$ cat src/hrip_pkg.sv
// Types and constants of the HID report descriptor item parser.
package hrip_pkg;

    localparam int MAX_DEPTH = 15;
    localparam logic [3:0] DEPTH_LIMIT = (MAX_DEPTH > 15) ? 4'd15 : 4'(MAX_DEPTH);

    localparam logic [2:0] PH_PREFIX     = 3'd0;
    localparam logic [2:0] PH_SHORT_DATA = 3'd1;
    localparam logic [2:0] PH_LONG_SIZE  = 3'd2;
    localparam logic [2:0] PH_LONG_TAG   = 3'd3;
    localparam logic [2:0] PH_LONG_DATA  = 3'd4;

    localparam logic [7:0] LONG_PREFIX = 8'hFE;

    localparam logic [1:0] TYPE_MAIN     = 2'd0;
    localparam logic [1:0] TYPE_GLOBAL   = 2'd1;
    localparam logic [1:0] TYPE_LOCAL    = 2'd2;
    localparam logic [1:0] TYPE_RESERVED = 2'd3;

    localparam logic [3:0] TAG_COLLECTION     = 4'd10;
    localparam logic [3:0] TAG_END_COLLECTION = 4'd12;
    localparam logic [3:0] TAG_USAGE_PAGE     = 4'd0;
    localparam logic [3:0] TAG_MAIN_LOW       = 4'd8;
    localparam logic [3:0] TAG_GLOBAL_HIGH    = 4'd11;
    localparam logic [3:0] TAG_LOCAL_HIGH     = 4'd10;
    localparam logic [3:0] TAG_LOCAL_BAD      = 4'd6;

    localparam logic [2:0] ST_OK         = 3'd0;
    localparam logic [2:0] ST_RESERVED   = 3'd1;
    localparam logic [2:0] ST_BAD_MAIN   = 3'd2;
    localparam logic [2:0] ST_BAD_GLOBAL = 3'd3;
    localparam logic [2:0] ST_BAD_LOCAL  = 3'd4;
    localparam logic [2:0] ST_TRUNCATED  = 3'd5;

    typedef struct packed {
        logic [1:0]         item_type;
        logic [7:0]         item_tag;
        logic               long_item;
        logic [7:0]         data_length;
        logic [31:0]        value_unsigned;
        logic signed [31:0] value_signed;
        logic [3:0]         nest_depth;
        logic [31:0]        current_usage_page;
        logic [2:0]         status;
        logic               descriptor_end;
    } t_result;

endpackage

$ cat src/hrip_parse.sv
// Parser state and per-byte decode of descriptor items.
module hrip_parse (
    input  logic              i_clk,
    input  logic              i_rst_n,
    input  logic              i_step,
    input  logic [7:0]        i_data_byte,
    input  logic              i_last_byte,
    output logic              o_has_result,
    output hrip_pkg::t_result o_result
);

    logic [2:0]  r_phase, n_phase;
    logic [7:0]  r_remaining, n_remaining;
    logic [31:0] r_acc, n_acc;
    logic [1:0]  r_type, n_type;
    logic [7:0]  r_tag, n_tag;
    logic [7:0]  r_length, n_length;
    logic [3:0]  r_depth, n_depth;
    logic [31:0] r_page, n_page;
    logic        r_halted, n_halted;

    logic [2:0]  eff_phase;
    logic [7:0]  byte_offset;
    logic [31:0] placed_byte;
    logic [2:0]  short_len;
    logic        fin_short;
    logic        fin_long;
    logic [2:0]  st;
    logic [3:0]  tag4;
    logic [31:0] sext;

    assign eff_phase   = (r_phase > hrip_pkg::PH_LONG_DATA) ? hrip_pkg::PH_PREFIX : r_phase;
    assign byte_offset = r_length - r_remaining;
    assign short_len   = (i_data_byte[1:0] == 2'd3) ? 3'd4 : {1'b0, i_data_byte[1:0]};

    always_comb begin
        case (byte_offset[1:0])
            2'd0:    placed_byte = {24'd0, i_data_byte};
            2'd1:    placed_byte = {16'd0, i_data_byte, 8'd0};
            2'd2:    placed_byte = {8'd0, i_data_byte, 16'd0};
            default: placed_byte = {i_data_byte, 24'd0};
        endcase
    end

    always_comb begin
        n_phase      = r_phase;
        n_remaining  = r_remaining;
        n_acc        = r_acc;
        n_type       = r_type;
        n_tag        = r_tag;
        n_length     = r_length;
        n_depth      = r_depth;
        n_page       = r_page;
        n_halted     = r_halted;
        fin_short    = 1'b0;
        fin_long     = 1'b0;
        st           = hrip_pkg::ST_OK;
        tag4         = 4'd0;
        sext         = 32'd0;
        o_has_result = 1'b0;
        o_result     = '0;

        if (!r_halted) begin
            case (eff_phase)
                hrip_pkg::PH_SHORT_DATA: begin
                    n_acc       = r_acc | placed_byte;
                    n_remaining = r_remaining - 8'd1;
                    fin_short   = (n_remaining == 8'd0);
                end
                hrip_pkg::PH_LONG_SIZE: begin
                    n_length    = i_data_byte;
                    n_remaining = i_data_byte;
                    n_phase     = hrip_pkg::PH_LONG_TAG;
                end
                hrip_pkg::PH_LONG_TAG: begin
                    n_tag = i_data_byte;
                    if (r_remaining == 8'd0) begin
                        fin_long = 1'b1;
                    end else begin
                        n_phase = hrip_pkg::PH_LONG_DATA;
                    end
                end
                hrip_pkg::PH_LONG_DATA: begin
                    n_remaining = r_remaining - 8'd1;
                    fin_long    = (n_remaining == 8'd0);
                end
                default: begin
                    n_acc = 32'd0;
                    if (i_data_byte == hrip_pkg::LONG_PREFIX) begin
                        n_type      = hrip_pkg::TYPE_RESERVED;
                        n_tag       = 8'd0;
                        n_length    = 8'd0;
                        n_remaining = 8'd0;
                        n_phase     = hrip_pkg::PH_LONG_SIZE;
                    end else begin
                        n_type      = i_data_byte[3:2];
                        n_tag       = {4'd0, i_data_byte[7:4]};
                        n_length    = {5'd0, short_len};
                        n_remaining = {5'd0, short_len};
                        if (short_len == 3'd0) begin
                            fin_short = 1'b1;
                        end else begin
                            n_phase = hrip_pkg::PH_SHORT_DATA;
                        end
                    end
                end
            endcase

            if (fin_short) begin
                tag4 = n_tag[3:0];
                case (n_length)
                    8'd0:    sext = 32'd0;
                    8'd1:    sext = {{24{n_acc[7]}}, n_acc[7:0]};
                    8'd2:    sext = {{16{n_acc[15]}}, n_acc[15:0]};
                    default: sext = n_acc;
                endcase
                case (n_type)
                    hrip_pkg::TYPE_MAIN: begin
                        if (tag4 < hrip_pkg::TAG_MAIN_LOW
                            || tag4 > hrip_pkg::TAG_END_COLLECTION) begin
                            st = hrip_pkg::ST_BAD_MAIN;
                        end else if (tag4 == hrip_pkg::TAG_COLLECTION) begin
                            if (r_depth < hrip_pkg::DEPTH_LIMIT) n_depth = r_depth + 4'd1;
                        end else if (tag4 == hrip_pkg::TAG_END_COLLECTION) begin
                            if (r_depth != 4'd0) n_depth = r_depth - 4'd1;
                        end
                    end
                    hrip_pkg::TYPE_GLOBAL: begin
                        if (tag4 > hrip_pkg::TAG_GLOBAL_HIGH) begin
                            st = hrip_pkg::ST_BAD_GLOBAL;
                        end else if (tag4 == hrip_pkg::TAG_USAGE_PAGE) begin
                            n_page = n_acc;
                        end
                    end
                    hrip_pkg::TYPE_LOCAL: begin
                        if (tag4 == hrip_pkg::TAG_LOCAL_BAD
                            || tag4 > hrip_pkg::TAG_LOCAL_HIGH) begin
                            st = hrip_pkg::ST_BAD_LOCAL;
                        end
                    end
                    default: st = hrip_pkg::ST_RESERVED;
                endcase
                // halt on any illegal tag until the descriptor ends
                n_halted = (st == hrip_pkg::ST_BAD_MAIN) || (st == hrip_pkg::ST_BAD_GLOBAL)
                           || (st == hrip_pkg::ST_BAD_LOCAL);
                n_phase  = hrip_pkg::PH_PREFIX;
                o_has_result                = 1'b1;
                o_result.item_type          = n_type;
                o_result.item_tag           = {4'd0, tag4};
                o_result.long_item          = 1'b0;
                o_result.data_length        = n_length;
                o_result.value_unsigned     = n_acc;
                o_result.value_signed       = sext;
                o_result.nest_depth         = n_depth;
                o_result.current_usage_page = n_page;
                o_result.status             = st;
                o_result.descriptor_end     = i_last_byte;
            end else if (fin_long) begin
                n_phase                     = hrip_pkg::PH_PREFIX;
                o_has_result                = 1'b1;
                o_result.item_type          = hrip_pkg::TYPE_RESERVED;
                o_result.item_tag           = n_tag;
                o_result.long_item          = 1'b1;
                o_result.data_length        = n_length;
                o_result.nest_depth         = r_depth;
                o_result.current_usage_page = r_page;
                o_result.status             = hrip_pkg::ST_OK;
                o_result.descriptor_end     = i_last_byte;
            end else if (i_last_byte) begin
                // descriptor ended inside an item
                o_has_result                = 1'b1;
                o_result.item_type          = n_type;
                o_result.item_tag           = n_tag;
                o_result.long_item          = (n_phase >= hrip_pkg::PH_LONG_SIZE);
                o_result.data_length        = n_length;
                o_result.nest_depth         = r_depth;
                o_result.current_usage_page = r_page;
                o_result.status             = hrip_pkg::ST_TRUNCATED;
                o_result.descriptor_end     = 1'b1;
            end
        end

        if (i_last_byte) begin
            n_phase     = hrip_pkg::PH_PREFIX;
            n_remaining = 8'd0;
            n_acc       = 32'd0;
            n_type      = 2'd0;
            n_tag       = 8'd0;
            n_length    = 8'd0;
            n_depth     = 4'd0;
            n_page      = 32'd0;
            n_halted    = 1'b0;
        end
    end

    always_ff @(posedge i_clk) begin
        if (!i_rst_n) begin
            r_phase     <= hrip_pkg::PH_PREFIX;
            r_remaining <= 8'd0;
            r_acc       <= 32'd0;
            r_type      <= 2'd0;
            r_tag       <= 8'd0;
            r_length    <= 8'd0;
            r_depth     <= 4'd0;
            r_page      <= 32'd0;
            r_halted    <= 1'b0;
        end else if (i_step) begin
            r_phase     <= n_phase;
            r_remaining <= n_remaining;
            r_acc       <= n_acc;
            r_type      <= n_type;
            r_tag       <= n_tag;
            r_length    <= n_length;
            r_depth     <= n_depth;
            r_page      <= n_page;
            r_halted    <= n_halted;
        end
    end

endmodule

$ cat src/hrip_out_stage.sv
// Result register with valid/ready hand-off to the consumer.
module hrip_out_stage (
    input  logic              i_clk,
    input  logic              i_rst_n,
    input  logic              i_load,
    input  logic              i_has_result,
    input  hrip_pkg::t_result i_result,
    input  logic              i_out_ready,
    output logic              o_out_valid,
    output hrip_pkg::t_result o_result
);

    logic              r_valid;
    hrip_pkg::t_result r_result;

    always_ff @(posedge i_clk) begin
        if (!i_rst_n) begin
            r_valid <= 1'b0;
        end else if (i_load) begin
            r_valid <= i_has_result;
        end else if (i_out_ready) begin
            r_valid <= 1'b0;
        end
    end

    // payload needs no reset; load only with a real result
    always_ff @(posedge i_clk) begin
        if (i_load && i_has_result) begin
            r_result <= i_result;
        end
    end

    assign o_out_valid = r_valid;
    assign o_result    = r_result;

endmodule

$ cat src/hid_report_item_parser_core.sv
// Top level of the HID report descriptor item parser.
//
//   channel | handshake               | payload
//   --------+-------------------------+--------------------------------------------
//   in      | i_in_valid / o_in_ready | i_data_byte, i_last_byte
//   out     | o_out_valid/ i_out_ready| o_item_type .. o_descriptor_end (ten fields)
//
// One byte a cycle unless a held result stalls it: the byte is decoded out of the input
// register and, when it advances, any result it gives is loaded into the result register.
// The parser state loop (phase, count, accumulator, depth, page) is registered in hrip_parse.
// Synchronous active-low reset clears all control and parser state.
// A stalled result holds the pipe; bytes that give no result pass even while it waits.
module hid_report_item_parser_core (
    input  logic               i_clk,
    input  logic               i_rst_n,
    input  logic               i_in_valid,
    output logic               o_in_ready,
    input  logic [7:0]         i_data_byte,
    input  logic               i_last_byte,
    output logic               o_out_valid,
    input  logic               i_out_ready,
    output logic [1:0]         o_item_type,
    output logic [7:0]         o_item_tag,
    output logic               o_long_item,
    output logic [7:0]         o_data_length,
    output logic [31:0]        o_value_unsigned,
    output logic signed [31:0] o_value_signed,
    output logic [3:0]         o_nest_depth,
    output logic [31:0]        o_current_usage_page,
    output logic [2:0]         o_status,
    output logic               o_descriptor_end
);

    logic              r_in_valid;
    logic [7:0]        r_in_byte;
    logic              r_in_last;
    logic              advance;
    logic              has_result;
    logic              out_valid;
    hrip_pkg::t_result parse_result;
    hrip_pkg::t_result out_result;

    // the byte in the input register may advance if it gives no result or its result has somewhere to go
    assign advance    = r_in_valid && (!out_valid || i_out_ready || !has_result);
    assign o_in_ready = !r_in_valid || advance;

    always_ff @(posedge i_clk) begin
        if (!i_rst_n) begin
            r_in_valid <= 1'b0;
        end else if (o_in_ready) begin
            r_in_valid <= i_in_valid;
        end
    end

    always_ff @(posedge i_clk) begin
        if (o_in_ready && i_in_valid) begin
            r_in_byte <= i_data_byte;
            r_in_last <= i_last_byte;
        end
    end

    hrip_parse u_parse (
        .i_clk        (i_clk),
        .i_rst_n      (i_rst_n),
        .i_step       (advance),
        .i_data_byte  (r_in_byte),
        .i_last_byte  (r_in_last),
        .o_has_result (has_result),
        .o_result     (parse_result)
    );

    hrip_out_stage u_out (
        .i_clk        (i_clk),
        .i_rst_n      (i_rst_n),
        .i_load       (advance && has_result),
        .i_has_result (has_result),
        .i_result     (parse_result),
        .i_out_ready  (i_out_ready),
        .o_out_valid  (out_valid),
        .o_result     (out_result)
    );

    assign o_out_valid          = out_valid;
    assign o_item_type          = out_result.item_type;
    assign o_item_tag           = out_result.item_tag;
    assign o_long_item          = out_result.long_item;
    assign o_data_length        = out_result.data_length;
    assign o_value_unsigned     = out_result.value_unsigned;
    assign o_value_signed       = out_result.value_signed;
    assign o_nest_depth         = out_result.nest_depth;
    assign o_current_usage_page = out_result.current_usage_page;
    assign o_status             = out_result.status;
    assign o_descriptor_end     = out_result.descriptor_end;

endmodule

$ cat config.mk
export PLATFORM = sky130hd
export DESIGN_NAME = hid_report_item_parser_core
export DESIGN_NICKNAME = d
export VERILOG_FILES = /design/src/hrip_pkg.sv /design/src/hrip_parse.sv /design/src/hrip_out_stage.sv /design/src/hid_report_item_parser_core.sv
export SDC_FILE = /design/constraint.sdc
export NUM_CORES = 1
export LEC_CHECK = 0
export ABC_AREA = 1
export BUFFER_PORTS_ARGS = -buffer_cell sky130_fd_sc_hd__buf_2
export CORE_UTILIZATION = 50
export CTS_BUF_LIST = sky130_fd_sc_hd__clkbuf_8
export CTS_CLUSTER_DIAMETER = 50
export DETAILED_ROUTE_END_ITERATION = 10
export HOLD_SLACK_MARGIN = 0.03
export MAX_ROUTING_LAYER = met4
export PLACE_DENSITY_LB_ADDON = 0.1
export SYNTH_ARGS = -nofsm -noshare
export SYNTH_HDL_FRONTEND = slang
export SYNTH_SLANG_ARGS = --single-unit
export TNS_END_PERCENT = 30
$ cat constraint.sdc
create_clock -name i_clk -period 14 [get_ports i_clk]
set_clock_uncertainty 0.05 [all_clocks]
set_input_delay 2.8 -clock i_clk [delete_from_list [all_inputs] [get_ports i_clk]]
set_output_delay 2.8 -clock i_clk [all_outputs]
set_load 0.02 [all_outputs]
==> results of run 1 <==
## area by class of cell
| class | count | area [sq um] |
|---|---|---|
| Multi-Input combinational cell | 998 | 4550 |
| Tap cell | 285 | 357 |
| Sequential cell | 232 | 5970 |
| Clock buffer | 45 | 619 |
| Inverter | 189 | 719 |
| Fill cell | 2141 | 9600 |
| Clock inverter | 30 | 149 |
| Timing Repair Buffer | 145 | 746 |
## state kept, by name, summed over array words and instances, names as in the netlist, 2 cells and up
register / count
r_in_byte: 8
u_out.o_result: 123
u_parse.r_acc: 32
u_parse.r_depth: 4
u_parse.r_length: 8
u_parse.r_page: 32
u_parse.r_phase: 3
u_parse.r_remaining: 8
u_parse.r_tag: 8
u_parse.r_type: 2
## per-stage QoR
step | setup slack (ps) | area (sq um)
finish | 7710 | 13100
global route | 7600 | 13100
CTS | 7710 | 13100
detailed placement | 7720 | 12300
global placement | 7730 | 12300
floorplan | 7710 | 11600
## Yosys cell counts (2+ instances only)
cell type / count
nand2_1: 487
nor2_1: 187
inv_1: 172
edfxtp_1: 132
dfxtp_1: 100
nand3_1: 85
a21oi_1: 62
o22ai_1: 43
clkbuf_1: 42
o21ai_1: 36
buf_2: 17
o31ai_1: 16
inv_2: 14
o21ai_0: 12
nor3_1: 11
nor2_2: 7
buf_4: 6
ha_1: 6
nand4_1: 6
buf_6: 5
nand3_4: 5
nand2_2: 4
nand3_2: 4
nor2_4: 3
xor2_1: 3
a21oi_2: 2
and2_1: 2
buf_1: 2
nand2_4: 2
nor3_2: 2
o21ai_2: 2
xnor2_1: 2
## power groups by stage
stage	Clock [mW]	Combinational, mW	Sequential (mW)
after floorplan	0	0.155	0.792
after global placement	0	0.232	0.774
after detailed placement	0	0.233	0.774
after CTS	0.600	0.235	0.760
after global routing	0.633	0.259	0.762
final	0.590	0.235	0.760
## worst paths after layout
kind	from	endpoint	slack (ps)
worst max-delay path	i_out_ready	o_in_ready	7710
worst min register to register	u_parse.r_page[1]	u_parse.r_page[1]	410
worst max register to register	u_parse.r_remaining[0]	u_parse.r_page[18]	9710
worst min-delay path	u_parse.r_page[1]	u_parse.r_page[1]	410
## critical path: stages
cell and delay [ps]:
buf_2 100, nor2_1 200, nand3_1 140, buf_2 190
## metal layers
metal / track usage / wire (microns)
met5: - / 0
met4: 0.0971 / 909
met2: 0.444 / 15200
met3: 0.0364 / 1740
met1: 0.321 / 12900
## kinds of logic after synthesis
kind of cell | Yosys count
flops | 232
compound gates | 178
simple gates | 809
buf+inv | 262
xor+xnor | 5
fa+ha+maj | 6
==> reports/metrics.cfg, run 1 <==
[yosys]
ys_warn_count = 0
avgSynthCellArea_sq_um = 7.77
synth_top_family_by_area = simple AND/OR/NAND/NOR gates
yosys.area.top_type_share = 0.342
synth-simple-area-share = 0.293
synth_area_sq_um = 11600
ys_async_sr_fraction = 0
synth_compound_area_frac = 0.0884
synth_mux_area_frac = 0
synth_area_leaders = edfxtp_1, dfxtp_1, nand2_1, nor2_1, inv_1
synthXorXnorAreaFrac = 0.00378
yosysTopAreaCell = edfxtp_1
synth_ff_type = edfxtp_1
synth_edf_count = 132
ys_ff_latch = 232
syn-num-nets = 1511
synth-adder-area-share = 0.00648
syn_inst = 1492
seq_area_frac_synth = 0.515
synth_cell_type_count = 45

[pwr]
power_frac_seq = 0.479
power_leakage_nw = 5.98
cellPowerDensity_nw_per_um2 = 121
p_sw_mw = 0.464
pwr-share-comb = 0.148
ir_worst_vdd_uv = 59.8
swShare = 0.292
internal_power_mw = 1.12
clkPwrFrac = 0.372
power_mw = 1.59

[worst_setup_path]
crit_required_ps = 11150
critPathMaxFanout = 3
r2r_cells = 15
critPathLaunchType = input port
crit_path_end_kind = output port
critPathKind = in -> out
crit_arrival_ps = 3440

[detailed_routing]
drt-initial-drc-count = 782
vias = 10000
drtAntennaViolNets = 0
wirelength_mm = 30.7
wl_per_cell_microns = 16.0
drtPass1Iterations = 5
viasPerCell = 5.22
drc = 0

[sta]
slew_headroom = 0.282
period_needed_ps = 6290
drv_slew = 0
post-route-period-util = 0.449
setup_tns_ps = 0
hold-worst-slack_ps = 413
clock.fmax_mhz = 159
setup_viol = 0
report.final.hold_viol_count = 0
tightest_slew_ps = 1080
grt_setup_unrepaired = no

[layout]
drive_gt1_frac = 0.153
final_common_cell = nand2_1
final_cell_mix = nand2_1, inv_1, nor2_1, buf_2, edfxtp_1
nets = 1626
synthToLayoutAreaGrowth_pct = 13.0
fin_cells = 1924
n_antenna_cell = 0
post-route-util = 0.577

[clocking]
cts-htree-levels = 2
cts_resized = 0
numCtsBuffers = 41
ctsHoldBuffers = 0
clockBufferDepth = 3
clock_sinks = 232
clk_pin_slew_ps = 50
clk_latency_ps = 550
cts_tree = yes
cts_root_buf = clkbuf_8
cts_setup_buffers = 0

[floorplanning]
die-height_microns = 154
die_width_microns = 154
top_level_ports = 138
coreArea_sq_um = 22700
start_util = 0.511
rows = 55
dieArea_sq_um = 23800

[placement]
io_buffers = 137
dpl.hpwl_mm = 19.1
place_inst = 1849
gp_congestion = 0.919

[global_route]
grt.total_usage = 0.263
grt_overflow = 0
antenna_found_initial = 0
grt_pass1_wl_mm = 47.6
grt_max_degree = 92
grt_pass1_vias = 9198

[run]
drv_cap = 0

[hold_path]
whs_path_depth = 2
min_path_type = reg -> reg

[status]
status = finished clean

No activity file was read; power rests on OpenSTA's default activity.
==> run 2: changes to the inputs <==
Clock period 14 ns to 6.5 ns, I/O delays scaled along.
==> reports/metrics.cfg, run 2 (same netlist as run 1, synthesis figures left out) <==
[worst_setup_path]
critPathLaunchType = flop
r2r_cells = 15
crit_required_ps = 5150
critPathMaxFanout = 6
cpPeakStageDelay_ps = 400
cpMaxStageDelayCell = dfxtp_1
r2r_start = u_parse.r_remaining[0]
critPathKind = reg -> out
crit_path_end_kind = output port
rrSetupSlack_ps = 2580
path_delay_family = simple AND/OR/NAND/NOR gates
path_cells = inv_1 -> ha_1 -> inv_1 -> nand2_1 -> nand2_1 -> nand3_1 -> nor2_1 -> nand3_1 -> o21ai_2 -> inv_2 -> nand2_1 -> inv_1 -> nor2_1 -> nand3_1 -> buf_2
crit_arrival_ps = 2990
crit_buf_inv = 5
reg2reg_to = u_parse.r_page[24]

[global_route]
grt_overflow = 0
grt.total_usage = 0.268
grt_max_degree = 78
grt_pass1_wl_mm = 48.8
antenna_found_initial = 0
grt_pass1_vias = 9311

[layout]
synthToLayoutAreaGrowth_pct = 13.1
final_common_cell = nand2_1
largest_register_ffs = 123
final_cell_mix = nand2_1, inv_1, nor2_1, buf_2, edfxtp_1
drive_gt1_frac = 0.154
nets = 1626
n_antenna_cell = 0

[pwr]
clkPwrFrac = 0.372
p_sw_mw = 1.01
pwr-share-comb = 0.148
power_leakage_nw = 5.98
cellPowerDensity_nw_per_um2 = 260
ir_worst_vdd_uv = 144
swShare = 0.295
internal_power_mw = 2.41
power_frac_seq = 0.480

[detailed_routing]
drc = 0
drt-initial-drc-count = 868
wirelength_mm = 31.0
drtPass1Iterations = 7
vias = 10000
drtAntennaViolNets = 0
viasPerCell = 5.22
wl_per_cell_microns = 16.1

[sta]
post-route-period-util = 0.668
clock.fmax_mhz = 230
period_needed_ps = 4340
drv_slew = 0
report.final.hold_viol_count = 0
setup_tns_ps = 0
slew_headroom = 0.417
tightest_slew_ps = 872
hold-worst-slack_ps = 414
setup_viol = 0
grt_setup_unrepaired = no

[clocking]
cts_setup_buffers = 0
cts_tree = yes
clk_pin_slew_ps = 60
cts_root_buf = clkbuf_8
cts_resized = 0
numCtsBuffers = 41
ctsHoldBuffers = 0
cts-htree-levels = 2
clockBufferDepth = 3
clock_sinks = 232
clk_latency_ps = 550

[placement]
gp_congestion = 0.912
dpl.hpwl_mm = 20.3
io_buffers = 137

[floorplanning]
start_util = 0.511
die_width_microns = 154
top_level_ports = 138
die-height_microns = 154
coreArea_sq_um = 22700
rows = 55
dieArea_sq_um = 23800

[hold_path]
min_path_type = reg -> reg
min_from = u_parse.r_page[21]
whs_path_depth = 2
min_to = u_parse.r_page[21]

[run]
drv_cap = 0

[status]
status = finished clean

run 2: per-layer routing:
metal | share of wire | vias up | routed length [microns] | track usage
met5 | 0 | - | 0 | -
met4 | 0.037 | 0 | 1140 | 0.111
met3 | 0.064 | 75 | 1990 | 0.0417
met2 | 0.48 | 380 | 14900 | 0.439
met1 | 0.42 | 4583 | 12900 | 0.333
li1 | - | 5007 | - | -
run 2: through the flow:
step                worst slack, ps  cells  total power [mW]  area (sq um)   util
global placement               2660   1849              2.17         12300  0.544
floorplan                      1710   1492              2.04         11600      -
finish                         2160   1924              3.41         13100  0.578
detailed placement             2550   1849              2.17         12300  0.544
CTS                            2150   1924              3.44         13100  0.578
global route                   1900   1924              3.57         13100  0.578
run 2: worst reg2reg max path, delay by kind of cell, from the launching register on:
family          cells  cell delay [ps]
simple gates        9             1640
buf+inv             3             1000
compound gates      2              460
flops               1              400
fa+ha+maj           1              290
run 2: power groups by stage:
stage	clock network [mW]	registers (mW)	logic (mW)
after floorplan	0	1.71	0.333
after global routing	1.36	1.64	0.563
final	1.27	1.64	0.506
after detailed placement	0	1.67	0.506
after CTS	1.29	1.64	0.508
after global placement	0	1.67	0.504
run 2: how the worst max path moves through the flow:
stage	from	end	slack [ps]	depth (start not counted)
after floorplan	i_out_ready	u_out.o_result[0]	1710	7
after global placement	u_parse.r_remaining[0]	u_parse.r_page[21]	2660	15
after detailed placement	u_parse.r_remaining[0]	u_parse.r_page[9]	2550	15
after CTS	u_parse.r_remaining[0]	o_in_ready	2150	15
after global routing	u_parse.r_phase[0]	o_in_ready	1900	12
final	u_parse.r_remaining[0]	o_in_ready	2160	15
run 2: final cells by class:
| cell class | count | area (sq um) |
|---|---|---|
| multi-input combinational | 998 | 4550 |
| timing repair buffer | 145 | 758 |
| sequential | 232 | 5970 |
| inverter | 189 | 719 |
| tap | 285 | 357 |
| fill | 2101 | 9590 |
| clock inverter | 31 | 160 |
| clock buffer | 44 | 606 |
